--- src/sv/xrlm_pkg.sv ---
`timescale 1ns / 1ps
`default_nettype none

package xrlm_pkg;

    // Field widths
    localparam int SAMPLE_W   = 16;
    localparam int LIMIT_W    = 16;
    localparam int SIZE_W     = 5;
    localparam int CFG_ADDR_W = 2;
    localparam int CFG_DATA_W = 16;
    localparam int COUNT_W    = 16;
    localparam int LSUM_W     = 32;
    localparam int SQSUM_W    = 48;

    // Register reset values
    localparam logic signed [LIMIT_W-1:0] LOWER_RESET = -16'sd5495;
    localparam logic signed [LIMIT_W-1:0] UPPER_RESET = 16'sd5495;
    localparam logic [SIZE_W-1:0]         SIZE_RESET  = 5'd5;

    // Saturation ceilings
    localparam logic [COUNT_W-1:0] COUNT_MAX = 16'hFFFF;
    localparam logic [LSUM_W-1:0]  LSUM_MAX  = 32'hFFFF_FFFF;
    localparam logic [SQSUM_W-1:0] SQSUM_MAX = 48'hFFFF_FFFF_FFFF;

    // Prior in-control count thresholds for the short-run counters
    localparam logic [7:0] THRESH_50  = 8'd50;
    localparam logic [7:0] THRESH_100 = 8'd100;
    localparam logic [7:0] THRESH_200 = 8'd200;

    typedef enum logic [CFG_ADDR_W-1:0] {
        CFG_LOWER = 2'd0,
        CFG_UPPER = 2'd1,
        CFG_SIZE  = 2'd2
    } cfg_index_t;

    typedef enum logic {
        OP_SAMPLE   = 1'b0,
        OP_END_USER = 1'b1
    } op_t;

    // Classified word from front to back
    typedef struct packed {
        logic end_user;
        logic done;
        logic bad;
    } mid_word_t;

    // Result word as shown on the result ports
    typedef struct packed {
        logic               subgroup_done;
        logic               alarm;
        logic [COUNT_W-1:0] run_length;
        logic [COUNT_W-1:0] alarm_total;
        logic [LSUM_W-1:0]  run_length_sum;
        logic [SQSUM_W-1:0] run_length_square_sum;
        logic [COUNT_W-1:0] runs_under_50;
        logic [COUNT_W-1:0] runs_under_100;
        logic [COUNT_W-1:0] runs_under_200;
    } res_word_t;

endpackage

`default_nettype wire

--- src/sv/xrlm_fifo.sv ---
`timescale 1ns / 1ps
`default_nettype none

module xrlm_fifo #(
    parameter int WIDTH = 8,
    parameter int DEPTH = 4
) (
    input  logic             clk,
    input  logic             rst_n,
    input  logic             push,
    input  logic [WIDTH-1:0] wr_data,
    output logic             full,
    input  logic             pop,
    output logic [WIDTH-1:0] rd_data,
    output logic             empty
);

    localparam int PTR_W = (DEPTH > 1) ? $clog2(DEPTH) : 1;
    localparam int CNT_W = $clog2(DEPTH + 1);
    localparam logic [PTR_W-1:0] PTR_LAST = PTR_W'(DEPTH - 1);
    localparam logic [CNT_W-1:0] CNT_FULL = CNT_W'(DEPTH);

    logic [WIDTH-1:0] store_reg [DEPTH];
    logic [PTR_W-1:0] wr_ptr_reg, wr_ptr_next;
    logic [PTR_W-1:0] rd_ptr_reg, rd_ptr_next;
    logic [CNT_W-1:0] count_reg, count_next;
    logic             do_push;
    logic             do_pop;

    assign full    = (count_reg == CNT_FULL);
    assign empty   = (count_reg == '0);
    assign do_push = push && !full;
    assign do_pop  = pop && !empty;
    assign rd_data = store_reg[rd_ptr_reg];

    // Advance pointers with wrap, track occupancy
    always_comb
    begin
        wr_ptr_next = wr_ptr_reg;
        rd_ptr_next = rd_ptr_reg;
        count_next  = count_reg;
        if (do_push)
        begin
            wr_ptr_next = (wr_ptr_reg == PTR_LAST) ? '0 : wr_ptr_reg + PTR_W'(1);
        end
        if (do_pop)
        begin
            rd_ptr_next = (rd_ptr_reg == PTR_LAST) ? '0 : rd_ptr_reg + PTR_W'(1);
        end
        if (do_push && !do_pop)
        begin
            count_next = count_reg + CNT_W'(1);
        end
        else if (do_pop && !do_push)
        begin
            count_next = count_reg - CNT_W'(1);
        end
    end

    always_ff @(posedge clk or negedge rst_n)
    begin
        if (!rst_n)
        begin
            wr_ptr_reg <= '0;
            rd_ptr_reg <= '0;
            count_reg  <= '0;
        end
        else
        begin
            wr_ptr_reg <= wr_ptr_next;
            rd_ptr_reg <= rd_ptr_next;
            count_reg  <= count_next;
        end
    end

    // Store the incoming word
    always_ff @(posedge clk)
    begin
        if (do_push)
        begin
            store_reg[wr_ptr_reg] <= wr_data;
        end
    end

endmodule

`default_nettype wire

--- src/sv/xrlm_front.sv ---
`timescale 1ns / 1ps
`default_nettype none

module xrlm_front #(
    parameter int MAX_SUBGROUP = 16
) (
    input  logic                                   clk,
    input  logic                                   rst_n,
    input  logic                                   cfg_we,
    input  logic [xrlm_pkg::CFG_ADDR_W-1:0]        cfg_index,
    input  logic [xrlm_pkg::CFG_DATA_W-1:0]        cfg_data,
    input  logic                                   accept,
    input  logic                                   op,
    input  logic signed [xrlm_pkg::SAMPLE_W-1:0]   sample,
    output xrlm_pkg::mid_word_t                    word
);

    import xrlm_pkg::*;

    localparam int SUM_W  = SAMPLE_W + $clog2(MAX_SUBGROUP);
    localparam int PROD_W = SUM_W + 1;
    localparam int N_W    = $clog2(MAX_SUBGROUP + 1);
    localparam int CMP_W  = (N_W > SIZE_W) ? N_W : SIZE_W;
    localparam logic [CMP_W-1:0] N_MAX = CMP_W'(MAX_SUBGROUP);

    logic signed [LIMIT_W-1:0] lower_limit_reg;
    logic signed [LIMIT_W-1:0] upper_limit_reg;
    logic [SIZE_W-1:0]         size_reg;

    logic signed [SUM_W-1:0]   partial_sum_reg, partial_sum_next;
    logic [N_W-1:0]            count_reg, count_next;

    logic [CMP_W-1:0]          size_wide;
    logic [CMP_W-1:0]          n_clamped;
    logic [N_W-1:0]            n_eff;
    logic signed [N_W:0]       n_signed;
    logic signed [PROD_W-1:0]  lo_prod;
    logic signed [PROD_W-1:0]  hi_prod;
    logic signed [SUM_W-1:0]   sum_new;
    logic signed [PROD_W-1:0]  sum_ext;
    logic [N_W-1:0]            count_new;
    logic                      done;
    logic                      bad;
    logic                      end_user;

    // Configuration registers
    always_ff @(posedge clk or negedge rst_n)
    begin
        if (!rst_n)
        begin
            lower_limit_reg <= LOWER_RESET;
            upper_limit_reg <= UPPER_RESET;
            size_reg        <= SIZE_RESET;
        end
        else if (cfg_we)
        begin
            unique case (cfg_index_t'(cfg_index))
                CFG_LOWER: lower_limit_reg <= $signed(cfg_data[LIMIT_W-1:0]);
                CFG_UPPER: upper_limit_reg <= $signed(cfg_data[LIMIT_W-1:0]);
                CFG_SIZE:  size_reg        <= cfg_data[SIZE_W-1:0];
                default:   ;
            endcase
        end
    end

    // Clamp the subgroup size into one to MAX_SUBGROUP
    always_comb
    begin
        size_wide = CMP_W'(size_reg);
        if (size_reg == '0)
        begin
            n_clamped = CMP_W'(1);
        end
        else if (size_wide > N_MAX)
        begin
            n_clamped = N_MAX;
        end
        else
        begin
            n_clamped = size_wide;
        end
    end

    assign n_eff    = N_W'(n_clamped);
    assign n_signed = $signed({1'b0, n_eff});

    // Scale the limits by the size so the mean test needs no divide
    assign lo_prod = PROD_W'(n_signed) * PROD_W'(lower_limit_reg);
    assign hi_prod = PROD_W'(n_signed) * PROD_W'(upper_limit_reg);

    // Accumulate and classify the word
    assign end_user  = (op_t'(op) == OP_END_USER);
    assign sum_new   = partial_sum_reg + SUM_W'(sample);
    assign sum_ext   = PROD_W'(sum_new);
    assign count_new = count_reg + N_W'(1);
    assign done      = (count_new >= n_eff);
    assign bad       = done && ((sum_ext < lo_prod) || (sum_ext > hi_prod));

    assign word.end_user = end_user;
    assign word.done     = !end_user && done;
    assign word.bad      = !end_user && bad;

    always_comb
    begin
        partial_sum_next = partial_sum_reg;
        count_next       = count_reg;
        if (accept)
        begin
            if (end_user || done)
            begin
                partial_sum_next = '0;
                count_next       = '0;
            end
            else
            begin
                partial_sum_next = sum_new;
                count_next       = count_new;
            end
        end
    end

    always_ff @(posedge clk or negedge rst_n)
    begin
        if (!rst_n)
        begin
            partial_sum_reg <= '0;
            count_reg       <= '0;
        end
        else
        begin
            partial_sum_reg <= partial_sum_next;
            count_reg       <= count_next;
        end
    end

endmodule

`default_nettype wire

--- src/sv/xrlm_back.sv ---
`timescale 1ns / 1ps
`default_nettype none

module xrlm_back #(
    parameter int RUN_BITS = 16
) (
    input  logic                clk,
    input  logic                rst_n,
    input  logic                word_valid,
    input  xrlm_pkg::mid_word_t word,
    output logic                word_pop,
    input  logic                res_full,
    output logic                res_push,
    output xrlm_pkg::res_word_t res
);

    import xrlm_pkg::*;

    localparam int SQ_W   = 2 * RUN_BITS;
    localparam int RLC_W  = (RUN_BITS > COUNT_W) ? RUN_BITS : COUNT_W;
    localparam int ACC_W  = ((SQ_W > SQSUM_W) ? SQ_W : SQSUM_W) + 1;
    localparam logic [RUN_BITS-1:0] IC_MAX = {{(RUN_BITS-1){1'b1}}, 1'b0};

    // Running state
    logic [RUN_BITS-1:0] ic_reg, ic_next;
    logic [COUNT_W-1:0]  alarm_cnt_reg, alarm_cnt_next;
    logic [LSUM_W-1:0]   len_sum_reg, len_sum_next;
    logic [COUNT_W-1:0]  u50_reg, u50_next;
    logic [COUNT_W-1:0]  u100_reg, u100_next;
    logic [COUNT_W-1:0]  u200_reg, u200_next;
    logic [SQSUM_W-1:0]  sq_acc_reg, sq_acc_next;

    // Pipeline stages
    logic                s1_valid_reg;
    logic                s1_end_user_reg;
    logic [RUN_BITS-1:0] s1_rl_reg;
    res_word_t           s1_res_reg, s1_res_next;
    logic                s2_valid_reg;
    logic                s2_end_user_reg;
    logic [SQ_W-1:0]     s2_sq_reg;
    res_word_t           s2_res_reg;

    logic                adv;
    logic [RUN_BITS-1:0] rl;
    logic [RLC_W-1:0]    rl_wide;
    logic [COUNT_W-1:0]  rl_field;
    logic [LSUM_W:0]     len_sum_wide;
    logic [ACC_W-1:0]    sq_sum_wide;
    logic [SQSUM_W-1:0]  sq_sat;

    assign adv      = !res_full;
    assign word_pop = adv && word_valid;
    assign res_push = adv && s2_valid_reg;

    // Stage one: run length, counters and in-control count
    assign rl           = ic_reg + RUN_BITS'(1);
    assign rl_wide      = RLC_W'(rl);
    assign rl_field     = (rl_wide > RLC_W'(COUNT_MAX)) ? COUNT_MAX : rl_wide[COUNT_W-1:0];
    assign len_sum_wide = {1'b0, len_sum_reg} + (LSUM_W + 1)'(rl);

    always_comb
    begin
        ic_next        = ic_reg;
        alarm_cnt_next = alarm_cnt_reg;
        len_sum_next   = len_sum_reg;
        u50_next       = u50_reg;
        u100_next      = u100_reg;
        u200_next      = u200_reg;
        s1_res_next    = '0;
        if (word.end_user)
        begin
            // Report the totals held, then clear them
            s1_res_next.alarm_total    = alarm_cnt_reg;
            s1_res_next.run_length_sum = len_sum_reg;
            s1_res_next.runs_under_50  = u50_reg;
            s1_res_next.runs_under_100 = u100_reg;
            s1_res_next.runs_under_200 = u200_reg;
            ic_next        = '0;
            alarm_cnt_next = '0;
            len_sum_next   = '0;
            u50_next       = '0;
            u100_next      = '0;
            u200_next      = '0;
        end
        else
        begin
            if (word.bad)
            begin
                ic_next        = '0;
                alarm_cnt_next = (alarm_cnt_reg == COUNT_MAX) ? COUNT_MAX
                                                              : alarm_cnt_reg + COUNT_W'(1);
                len_sum_next   = len_sum_wide[LSUM_W] ? LSUM_MAX : len_sum_wide[LSUM_W-1:0];
                if (ic_reg < RUN_BITS'(THRESH_50) && u50_reg != COUNT_MAX)
                begin
                    u50_next = u50_reg + COUNT_W'(1);
                end
                if (ic_reg < RUN_BITS'(THRESH_100) && u100_reg != COUNT_MAX)
                begin
                    u100_next = u100_reg + COUNT_W'(1);
                end
                if (ic_reg < RUN_BITS'(THRESH_200) && u200_reg != COUNT_MAX)
                begin
                    u200_next = u200_reg + COUNT_W'(1);
                end
            end
            else if (word.done && ic_reg < IC_MAX)
            begin
                ic_next = ic_reg + RUN_BITS'(1);
            end
            s1_res_next.subgroup_done  = word.done;
            s1_res_next.alarm          = word.bad;
            s1_res_next.run_length     = word.bad ? rl_field : '0;
            s1_res_next.alarm_total    = alarm_cnt_next;
            s1_res_next.run_length_sum = len_sum_next;
            s1_res_next.runs_under_50  = u50_next;
            s1_res_next.runs_under_100 = u100_next;
            s1_res_next.runs_under_200 = u200_next;
        end
    end

    // Stage three: fold the square into its saturating sum
    assign sq_sum_wide = ACC_W'(sq_acc_reg) + ACC_W'(s2_sq_reg);
    assign sq_sat      = (sq_sum_wide > ACC_W'(SQSUM_MAX)) ? SQSUM_MAX
                                                           : sq_sum_wide[SQSUM_W-1:0];

    always_comb
    begin
        sq_acc_next = sq_acc_reg;
        res         = s2_res_reg;
        res.run_length_square_sum = sq_acc_reg;
        if (s2_end_user_reg)
        begin
            sq_acc_next = '0;
        end
        else if (s2_res_reg.alarm)
        begin
            sq_acc_next               = sq_sat;
            res.run_length_square_sum = sq_sat;
        end
    end

    // Hold running state; update on each word taken or delivered
    always_ff @(posedge clk or negedge rst_n)
    begin
        if (!rst_n)
        begin
            ic_reg        <= '0;
            alarm_cnt_reg <= '0;
            len_sum_reg   <= '0;
            u50_reg       <= '0;
            u100_reg      <= '0;
            u200_reg      <= '0;
            sq_acc_reg    <= '0;
            s1_valid_reg  <= 1'b0;
            s2_valid_reg  <= 1'b0;
        end
        else
        begin
            if (word_pop)
            begin
                ic_reg        <= ic_next;
                alarm_cnt_reg <= alarm_cnt_next;
                len_sum_reg   <= len_sum_next;
                u50_reg       <= u50_next;
                u100_reg      <= u100_next;
                u200_reg      <= u200_next;
            end
            if (res_push)
            begin
                sq_acc_reg <= sq_acc_next;
            end
            if (adv)
            begin
                s1_valid_reg <= word_pop;
                s2_valid_reg <= s1_valid_reg;
            end
        end
    end

    // Advance stage payloads; stage two squares the run length
    always_ff @(posedge clk)
    begin
        if (adv)
        begin
            s1_end_user_reg <= word.end_user;
            s1_rl_reg       <= rl;
            s1_res_reg      <= s1_res_next;
            s2_end_user_reg <= s1_end_user_reg;
            s2_sq_reg       <= SQ_W'(s1_rl_reg) * SQ_W'(s1_rl_reg);
            s2_res_reg      <= s1_res_reg;
        end
    end

endmodule

`default_nettype wire

--- src/sv/xbar_chart_run_length_monitor.sv ---
// Channel   | Handshake        | Payload
// ----------+------------------+----------------------------------------------
// input     | push / full      | op, sample
// result    | empty / pop      | subgroup_done, alarm, run_length, totals
// config    | cfg_we           | cfg_index, cfg_data
//
// One word is taken per clock unless the middle queue is full; the front adds
// and compares combinationally and the back runs three stages (counters,
// run-length square, square sum). A result passes both stage registers and
// both queues to reach the result ports. The back stalls only when the result
// queue is full; the front then fills the middle queue and raises full. rst_n
// clears all state and both queues at once; there is no clearing pass.
`timescale 1ns / 1ps
`default_nettype none

module xbar_chart_run_length_monitor #(
    parameter int MAX_SUBGROUP = 16,
    parameter int RUN_BITS     = 16
) (
    input  logic                                 clk,
    input  logic                                 rst_n,
    input  logic                                 cfg_we,
    input  logic [xrlm_pkg::CFG_ADDR_W-1:0]      cfg_index,
    input  logic [xrlm_pkg::CFG_DATA_W-1:0]      cfg_data,
    input  logic                                 push,
    output logic                                 full,
    input  logic                                 op,
    input  logic signed [xrlm_pkg::SAMPLE_W-1:0] sample,
    output logic                                 empty,
    input  logic                                 pop,
    output logic                                 subgroup_done,
    output logic                                 alarm,
    output logic [xrlm_pkg::COUNT_W-1:0]         run_length,
    output logic [xrlm_pkg::COUNT_W-1:0]         alarm_total,
    output logic [xrlm_pkg::LSUM_W-1:0]          run_length_sum,
    output logic [xrlm_pkg::SQSUM_W-1:0]         run_length_square_sum,
    output logic [xrlm_pkg::COUNT_W-1:0]         runs_under_50,
    output logic [xrlm_pkg::COUNT_W-1:0]         runs_under_100,
    output logic [xrlm_pkg::COUNT_W-1:0]         runs_under_200
);

    import xrlm_pkg::*;

    localparam int MID_W = $bits(mid_word_t);
    localparam int RES_W = $bits(res_word_t);

    logic             accept;
    mid_word_t        front_word;
    logic [MID_W-1:0] mid_rd_data;
    mid_word_t        mid_head;
    logic             mid_empty;
    logic             mid_pop;
    res_word_t        back_res;
    logic             res_push;
    logic             res_full;
    logic [RES_W-1:0] res_rd_data;
    res_word_t        res_head;

    assign accept = push && !full;

    xrlm_front #(
        .MAX_SUBGROUP (MAX_SUBGROUP)
    ) u_front (
        .clk       (clk),
        .rst_n     (rst_n),
        .cfg_we    (cfg_we),
        .cfg_index (cfg_index),
        .cfg_data  (cfg_data),
        .accept    (accept),
        .op        (op),
        .sample    (sample),
        .word      (front_word)
    );

    // Middle queue between classification and statistics
    xrlm_fifo #(
        .WIDTH (MID_W),
        .DEPTH (4)
    ) u_mid_fifo (
        .clk     (clk),
        .rst_n   (rst_n),
        .push    (accept),
        .wr_data (front_word),
        .full    (full),
        .pop     (mid_pop),
        .rd_data (mid_rd_data),
        .empty   (mid_empty)
    );

    assign mid_head = mid_word_t'(mid_rd_data);

    xrlm_back #(
        .RUN_BITS (RUN_BITS)
    ) u_back (
        .clk        (clk),
        .rst_n      (rst_n),
        .word_valid (!mid_empty),
        .word       (mid_head),
        .word_pop   (mid_pop),
        .res_full   (res_full),
        .res_push   (res_push),
        .res        (back_res)
    );

    // Result queue facing the consumer
    xrlm_fifo #(
        .WIDTH (RES_W),
        .DEPTH (4)
    ) u_res_fifo (
        .clk     (clk),
        .rst_n   (rst_n),
        .push    (res_push),
        .wr_data (back_res),
        .full    (res_full),
        .pop     (pop),
        .rd_data (res_rd_data),
        .empty   (empty)
    );

    assign res_head              = res_word_t'(res_rd_data);
    assign subgroup_done         = res_head.subgroup_done;
    assign alarm                 = res_head.alarm;
    assign run_length            = res_head.run_length;
    assign alarm_total           = res_head.alarm_total;
    assign run_length_sum        = res_head.run_length_sum;
    assign run_length_square_sum = res_head.run_length_square_sum;
    assign runs_under_50         = res_head.runs_under_50;
    assign runs_under_100        = res_head.runs_under_100;
    assign runs_under_200        = res_head.runs_under_200;

endmodule

`default_nettype wire

--- config.mk ---
export PLATFORM = sky130hd
export DESIGN_NAME = xbar_chart_run_length_monitor
export DESIGN_NICKNAME = d
export VERILOG_FILES = /design/src/sv/xrlm_pkg.sv /design/src/sv/xrlm_fifo.sv /design/src/sv/xrlm_front.sv /design/src/sv/xrlm_back.sv /design/src/sv/xbar_chart_run_length_monitor.sv
export SDC_FILE = /design/constraint.sdc
export NUM_CORES = 2
export LEC_CHECK = 0
export BUFFER_PORTS_ARGS = -buffer_cell sky130_fd_sc_hd__clkbuf_2
export CAP_MARGIN = 20
export CELL_PAD_IN_SITES_DETAIL_PLACEMENT = 0
export CELL_PAD_IN_SITES_GLOBAL_PLACEMENT = 2
export CORE_MARGIN = 5
export CORE_UTILIZATION = 46
export CTS_BUF_LIST = sky130_fd_sc_hd__clkbuf_2
export CTS_CLUSTER_DIAMETER = 60
export CTS_CLUSTER_SIZE = 14
export DETAILED_ROUTE_END_ITERATION = 8
export PLACE_DENSITY_LB_ADDON = 0.1
export SYNTH_ARGS = -nofsm -noshare
export SYNTH_HDL_FRONTEND = slang
export SYNTH_HIERARCHICAL = 1
export SYNTH_SLANG_ARGS = --single-unit
--- constraint.sdc ---
create_clock -name clk -period 13.37 [get_ports clk]
set_input_delay 2.674 -clock clk [delete_from_list [all_inputs] [get_ports clk]]
set_output_delay 2.674 -clock clk [all_outputs]
set_load 0.02 [all_outputs]
# Word-level counts from Yosys, hierarchy flattened
# Memories as Yosys holds them, arrays and structs flattened.
# Index checks and enable logic that the tools add are counted.
word_totals:
  ff_bits: 516
  ramBits: 660
  in_bits: 40
  output_inout_bits: 164
  memories: 2
op_classes:
  addsub: 17
  multipliers: 3
  magnitude_cmp: 10
  n_eq_ne: 12
  mux: 41
  n_bitwise: 1
  n_reduce_logical: 41
memory_table:
  columns: ["name", "depth", "word_bits", "read_ports", "rd_ports_with_merged_regs", "write_ports", "line_no", "source"]
  rows:
  - ["u_res_fifo.store_reg", 4, 162, 1, 0, 1, "xrlm_fifo.sv:23", "logic [WIDTH-1:0] store_reg [DEPTH];"]
  - ["u_mid_fifo.store_reg", 4, 3, 1, 0, 1, "xrlm_fifo.sv:23", null]
ops:
  columns: ["operator", "n"]
  rows:
  - ["two-way mux 48 bit", 6]
  - ["two-way mux 16 bit", 16]
  - ["two-way mux 32 bit", 3]
  - ["adder 16 x 1 -> 16 bit, second input constant", 5]
  - ["adder 48 x 32 -> 49 bit", 1]
  - ["> comparator 49 x 48 -> 1 bit, second input constant", 1]
  - ["inequality test 16 bit, second input constant", 3]
  - ["multiplier 6 x 16 -> 21 bit", 2]
  - ["adder 32 x 16 -> 33 bit", 1]
  - ["multiplier 16 x 16 -> 32 bit", 1]
  - ["> comparator 20 x 21 -> 1 bit", 1]
  - ["< comparator 20 x 21 -> 1 bit", 1]
  - ["adder 20 x 16 -> 20 bit", 1]
  - ["two-way mux 20 bit", 1]
  - ["logical AND 1 bit", 18]
  - ["== test 16 bit, second input constant", 1]
  - ["> comparator 16 bit, second input constant", 1]
  - ["< comparator 16 bit, second input constant", 1]
  - ["< comparator 16 x 6 -> 1 bit, second input constant", 1]
  - ["< comparator 16 x 7 -> 1 bit, second input constant", 1]
  - ["< comparator 16 x 8 -> 1 bit, second input constant", 1]
  - ["two-way mux 5 bit", 3]
  - ["two-way mux 3 bit", 4]
  - ["== test 2 bit, second input constant", 5]
  - ["20 further kinds", 46]

# Longest topological paths before layout
depth:
  depth_word: 8
  ltp_mapped: 25
  depth_no_buf: 24

# Hierarchy
# Netlist, hierarchy kept.
modules_own_cells:
  columns: ["mod", "n_inst", "cells_per_inst", "area_per_inst_um2"]
  rows:
  - ["xrlm_back", 1, 2856, 28587.4]
  - ["xrlm_fifo at u_res_fifo", 1, 883, 23846.6]
  - ["xrlm_front", 1, 1087, 10038.4]
  - ["xrlm_fifo at u_mid_fifo", 1, 52, 898.4]
  - ["xbar_chart_run_length_monitor", 1, 2, 17.5]

# Worst setup path before layout
# OpenSTA, ideal clock, no wires.
synth_path:
  path_kind: "register to register"
  start: "reg u_res_fifo.count_reg[2]"
  end: "mem u_res_fifo/store_reg[0][0] in the netlist's numbering, enable pin"
  setup_ps: 542
  arrival_time_ps: 11093
  required_ps: 12828
  slack_ps: 1736
  stages_incl_launch_ff: 8
  n_path_buf: 1
  period_less_slack_ps: 11634
  path_cell_list: "dfrtp_1 nor3b_2 inv_1 nand2_1 clkinv_1 nor2b_1 buf_2 and2_1"
synth_via:
  elab_chain_len: 6
synth_rtl:
  columns: ["item", "line_no", "source"]
  rows:
  - ["from (decl)", "xrlm_fifo.sv:26", "logic [CNT_W-1:0] count_reg, count_next;"]
  - ["from (signal assigned)", "xrlm_fifo.sv:72", "count_reg <= count_next;"]
  - ["== test 3 bit", "xrlm_fifo.sv:30", "assign full = (count_reg == CNT_FULL);"]
  - ["named net res_full", "xbar_chart_run_length_monitor.sv:55", "logic res_full;"]
  - ["logical NOT 1 bit", "xrlm_back.sv:51", "assign adv = !res_full;"]
  - ["logical AND 1 bit", "xrlm_back.sv:53", "assign res_push = adv && s2_valid_reg;"]
  - ["named net res_push", "xbar_chart_run_length_monitor.sv:54", "logic res_push;"]
  - ["logical AND 1 bit", "xrlm_fifo.sv:32", "assign do_push = push && !full;"]
  - ["named net u_res_fifo.do_push", "xrlm_fifo.sv:27", "logic do_push;"]
  - ["two-way mux 1 bit", "xrlm_fifo.sv:79", "if (do_push)"]
  - ["two-way mux 1 bit (not written as such)", "xrlm_fifo.sv:81", "store_reg[wr_ptr_reg] <= wr_data;"]
  - ["to (decl)", "xrlm_fifo.sv:23", null]
# The timed path passes the listed nets, and every way through them passes these cells.

# Worst setup path after layout
layout_path:
  start: "reg u_res_fifo.rd_ptr_reg[0]"
  end: "out run_length[7] in the netlist's numbering"
layout_via:
  elab_chain_len: 1
layout_rtl:
  columns: ["item", "line_no", "source"]
  rows:
  - ["from (decl)", "xrlm_fifo.sv:25", "logic [PTR_W-1:0] rd_ptr_reg, rd_ptr_next;"]
  - ["from (signal assigned)", "xrlm_fifo.sv:71", "rd_ptr_reg <= rd_ptr_next;"]
  - ["memory read (4 x 162 bit)", null, null]
  - ["to (decl)", "xbar_chart_run_length_monitor.sv:33", "output logic [xrlm_pkg::COUNT_W-1:0] run_length,"]
# Every way passes these cells.

==> results.json <==
{
  "synthFlopType": "edfxtp_1",
  "p_sw_mw": 6.62,
  "dr.pass1.iters": 5,
  "mostFrequentLayoutCell": "edfxtp_1",
  "min_period_ns": 7.36,
  "yosys.cell_types.count": 97,
  "wirelength_um": 146000,
  "synth.avg_cell_area_um2": 13.0,
  "worst_pin_slew_ns": 1.10,
  "initial_core_util_pct": 46.2,
  "hold_ws_ns": 0.362,
  "syn_nets": 5490,
  "dp_cells": 6719,
  "hold_depth": 0,
  "finalMaxSlewViolations": 0,
  "hpwlAfterDp_um": 103000,
  "die_h_um": 381,
  "gr-total-overflow": 0,
  "busiest_layer": "met2",
  "mostFrequentLayoutCells": "edfxtp_1 (937), inv_1 (477), clkbuf_2 (360)",
  "gp_congestion": 0.814,
  "combinationalPowerShare_pct": 48.0,
  "nets": 5647,
  "internal_power_mw": 8.86,
  "clock_latency_ns": 1.52,
  "final-instance-count-excl-fill": 6920,
  "area_growth_pct": 6.19,
  "antenna_found_initial": 10,
  "layout-drive-gt1-share_pct": 14.8,
  "cts_setup_buffers": 0,
  "io_pins": 204,
  "ys_seq_area_share_pct": 53.8,
  "min_from": "u_back/s1_res_reg[36]",
  "setup_viol": 0,
  "clockBufferDepth": 3,
  "yosysWarningCount": 6,
  "drt_iter0_drc": 2614,
  "rsz0062_at_grt": "false",
  "cts_resized": 0,
  "required_ns": 10.70,
  "crit_path_max_fanout": 38,
  "wl_per_cell_um": 21.1,
  "hold_violations": 0,
  "die_area_um2": 145000,
  "ctsHoldBuffers": 0,
  "grt_pass1_wl_um": 229000,
  "cts_tree": "yes",
  "r2r_cells": 22,
  "max_slew_margin_pct": 26.9,
  "power_frac_seq_pct": 41.4,
  "cp_cell_sequence": "buf_4, buf_4, mux4_2, clkbuf_2",
  "finalCritPeriodShare_pct": 55.1,
  "grtUsageMet1_pct": 29.2,
  "crit_slowest_cell": "dfrtp_4",
  "grt_use_total_pct": 20.1,
  "h-tree-depth": 3,
  "clk_pin_slew_ns": 0.23,
  "min_to": "u_back/res[36]",
  "viasPerCell": 5.44,
  "p_leak_nw": 27.9,
  "power_frac_clock_pct": 10.6,
  "critical-path-top-delay-family": "buffers and inverters",
  "skew_ns": 0.171,
  "use_met2_pct": 32.5,
  "worstSetupStartpointType": "register",
  "timing.fmax_ghz": 0.136,
  "cts_root_buf": "clkbuf_2",
  "crit_buf_inv": 3,
  "critPathKind": "reg -> out",
  "crit_path_max_incr_delay_ns": 0.93,
  "portBuffers": 203,
  "worstReg2RegEnd": "u_mid_fifo/store_reg[3][0]",
  "num_rows": 136,
  "cpMostUsedCell": "buf_4",
  "netlist_area_um2": 63400,
  "status": "finished clean",
  "setup_tns_ns": 0,
  "end_kind": "primary output",
  "largest_register_ffs": 648,
  "coreArea_um2": 137000,
  "grt_pass1_vias": 38859,
  "cts_made_buffers": 110,
  "timing.rr.start": "u_front/size_reg[1]",
  "vias": 37648,
  "r2r_slack_ns": 6.39,
  "hold_path.class": "reg -> reg",
  "use_met3_pct": 2.70,
  "syn_inst": 4880,
  "ys_ff_latch": 1175,
  "grt_max_degree": 161,
  "cts_num_sinks": 1175,
  "ys_async_sr_fraction_pct": 20.3,
  "synth-edff-count": 937,
  "cap_violations": 0,
  "swShare_pct": 42.8,
  "power.density_nw_per_um2": 230,
  "peakVddDrop_uv": 186,
  "final_antenna_net_count": 0,
  "crit_arrival_ns": 4.69,
  "die_x_um": 381,
  "drc": 0,
  "nFillCells": 12199
}
[cell families after synthesis]
| kind of cell | synth area share, % |
|---|---|
| compound gates | 8.05 |
| xor+xnor | 2.61 |
| fa+ha+maj | 14.4 |
| buf+inv | 4.43 |
| flops | 53.8 |
| mux | 7.37 |
| simple gates | 9.34 |
[Yosys cell counts, types with 21 or more instances]
| master | number | area [um^2] |
|---|---|---|
| nand4_1 | 32 | 200 |
| clkbuf_1 | 147 | 552 |
| ha_1 | 306 | 3830 |
| mux2_2 | 58 | 653 |
| and3_1 | 40 | 250 |
| a21o_1 | 53 | 398 |
| a31oi_1 | 50 | 313 |
| xnor2_1 | 102 | 893 |
| a21oi_1 | 218 | 1090 |
| buf_2 | 31 | 155 |
| inv_1 | 478 | 1790 |
| fa_1 | 264 | 5290 |
| dfrtp_1 | 219 | 5480 |
| a22o_1 | 21 | 184 |
| nand2_1 | 346 | 1300 |
| edfxtp_1 | 937 | 28100 |
| xor2_1 | 87 | 762 |
| nor3_1 | 84 | 420 |
| nor2_1 | 273 | 1020 |
| nand3_1 | 76 | 380 |
| a211oi_1 | 24 | 180 |
| o21ai_0 | 234 | 1170 |
| mux2i_1 | 24 | 240 |
| mux4_2 | 165 | 3720 |
| nand2b_1 | 24 | 150 |
| and2_1 | 215 | 1350 |
| nor2b_1 | 24 | 150 |
[power by group through the flow]
stage / registers (mW) / clock network [mW] / logic, mW
global route: 6.57 / 1.87 / 8.33
detailed placement: 6.53 / 0 / 7.59
finish: 6.42 / 1.63 / 7.43
floorplan: 6.32 / 0 / 5.46
global placement: 6.47 / 0 / 7.58
CTS: 6.44 / 1.73 / 7.63
[routing by layer]
| layer | vias up | routed length [um] |
|---|---|---|
| met5 | - | 13 |
| met4 | 2 | 2850 |
| met3 | 170 | 5320 |
| met2 | 565 | 68700 |
| met1 | 19067 | 68900 |
| li1 | 17844 | - |
[worst max path at each step]
stage,start,end,cells past startpoint
6_report,u_res_fifo/rd_ptr_reg[0],run_length[7],4
3_5_place_dp,u_front/size_reg[1],u_mid_fifo/store_reg[0][0],22
2_1_floorplan,u_res_fifo/count_reg[2],u_res_fifo/store_reg[0][0],7
5_1_grt,u_res_fifo/rd_ptr_reg[0],run_length[7],4
4_1_cts,u_res_fifo/rd_ptr_reg[0],runs_under_200[2],4
3_3_place_gp,u_back/s1_rl_reg[1],u_back/s2_sq_reg[30],22
[stage by stage]
| stage | util, % | instance area, um^2 | worst slack (ns) | total power [mW] |
|---|---|---|---|---|
| after floorplan | - | 63400 | 1.74 | 11.8 |
| after global placement | 48.2 | 66100 | 6.51 | 14.0 |
| after detailed placement | 48.2 | 66100 | 6.44 | 14.1 |
| after CTS | 49.1 | 67300 | 5.48 | 15.8 |
| after global routing | 49.1 | 67300 | 5.43 | 16.8 |
| final | 49.1 | 67300 | 6.01 | 15.5 |
[cell type report]
class                   count  area [um^2]  area share [%]
flip-flops and latches   1175        34100            50.7
multi-input cells        3015        26500            39.4
well taps                1794         2240            3.33
inverters                 480         1810            2.69
repair buffers            255         1430            2.12
clock buffers             158          791            1.17
clock inverters            40          415           0.617
diodes                      3         7.51          0.0112
(Power assumes the default switching activity.)
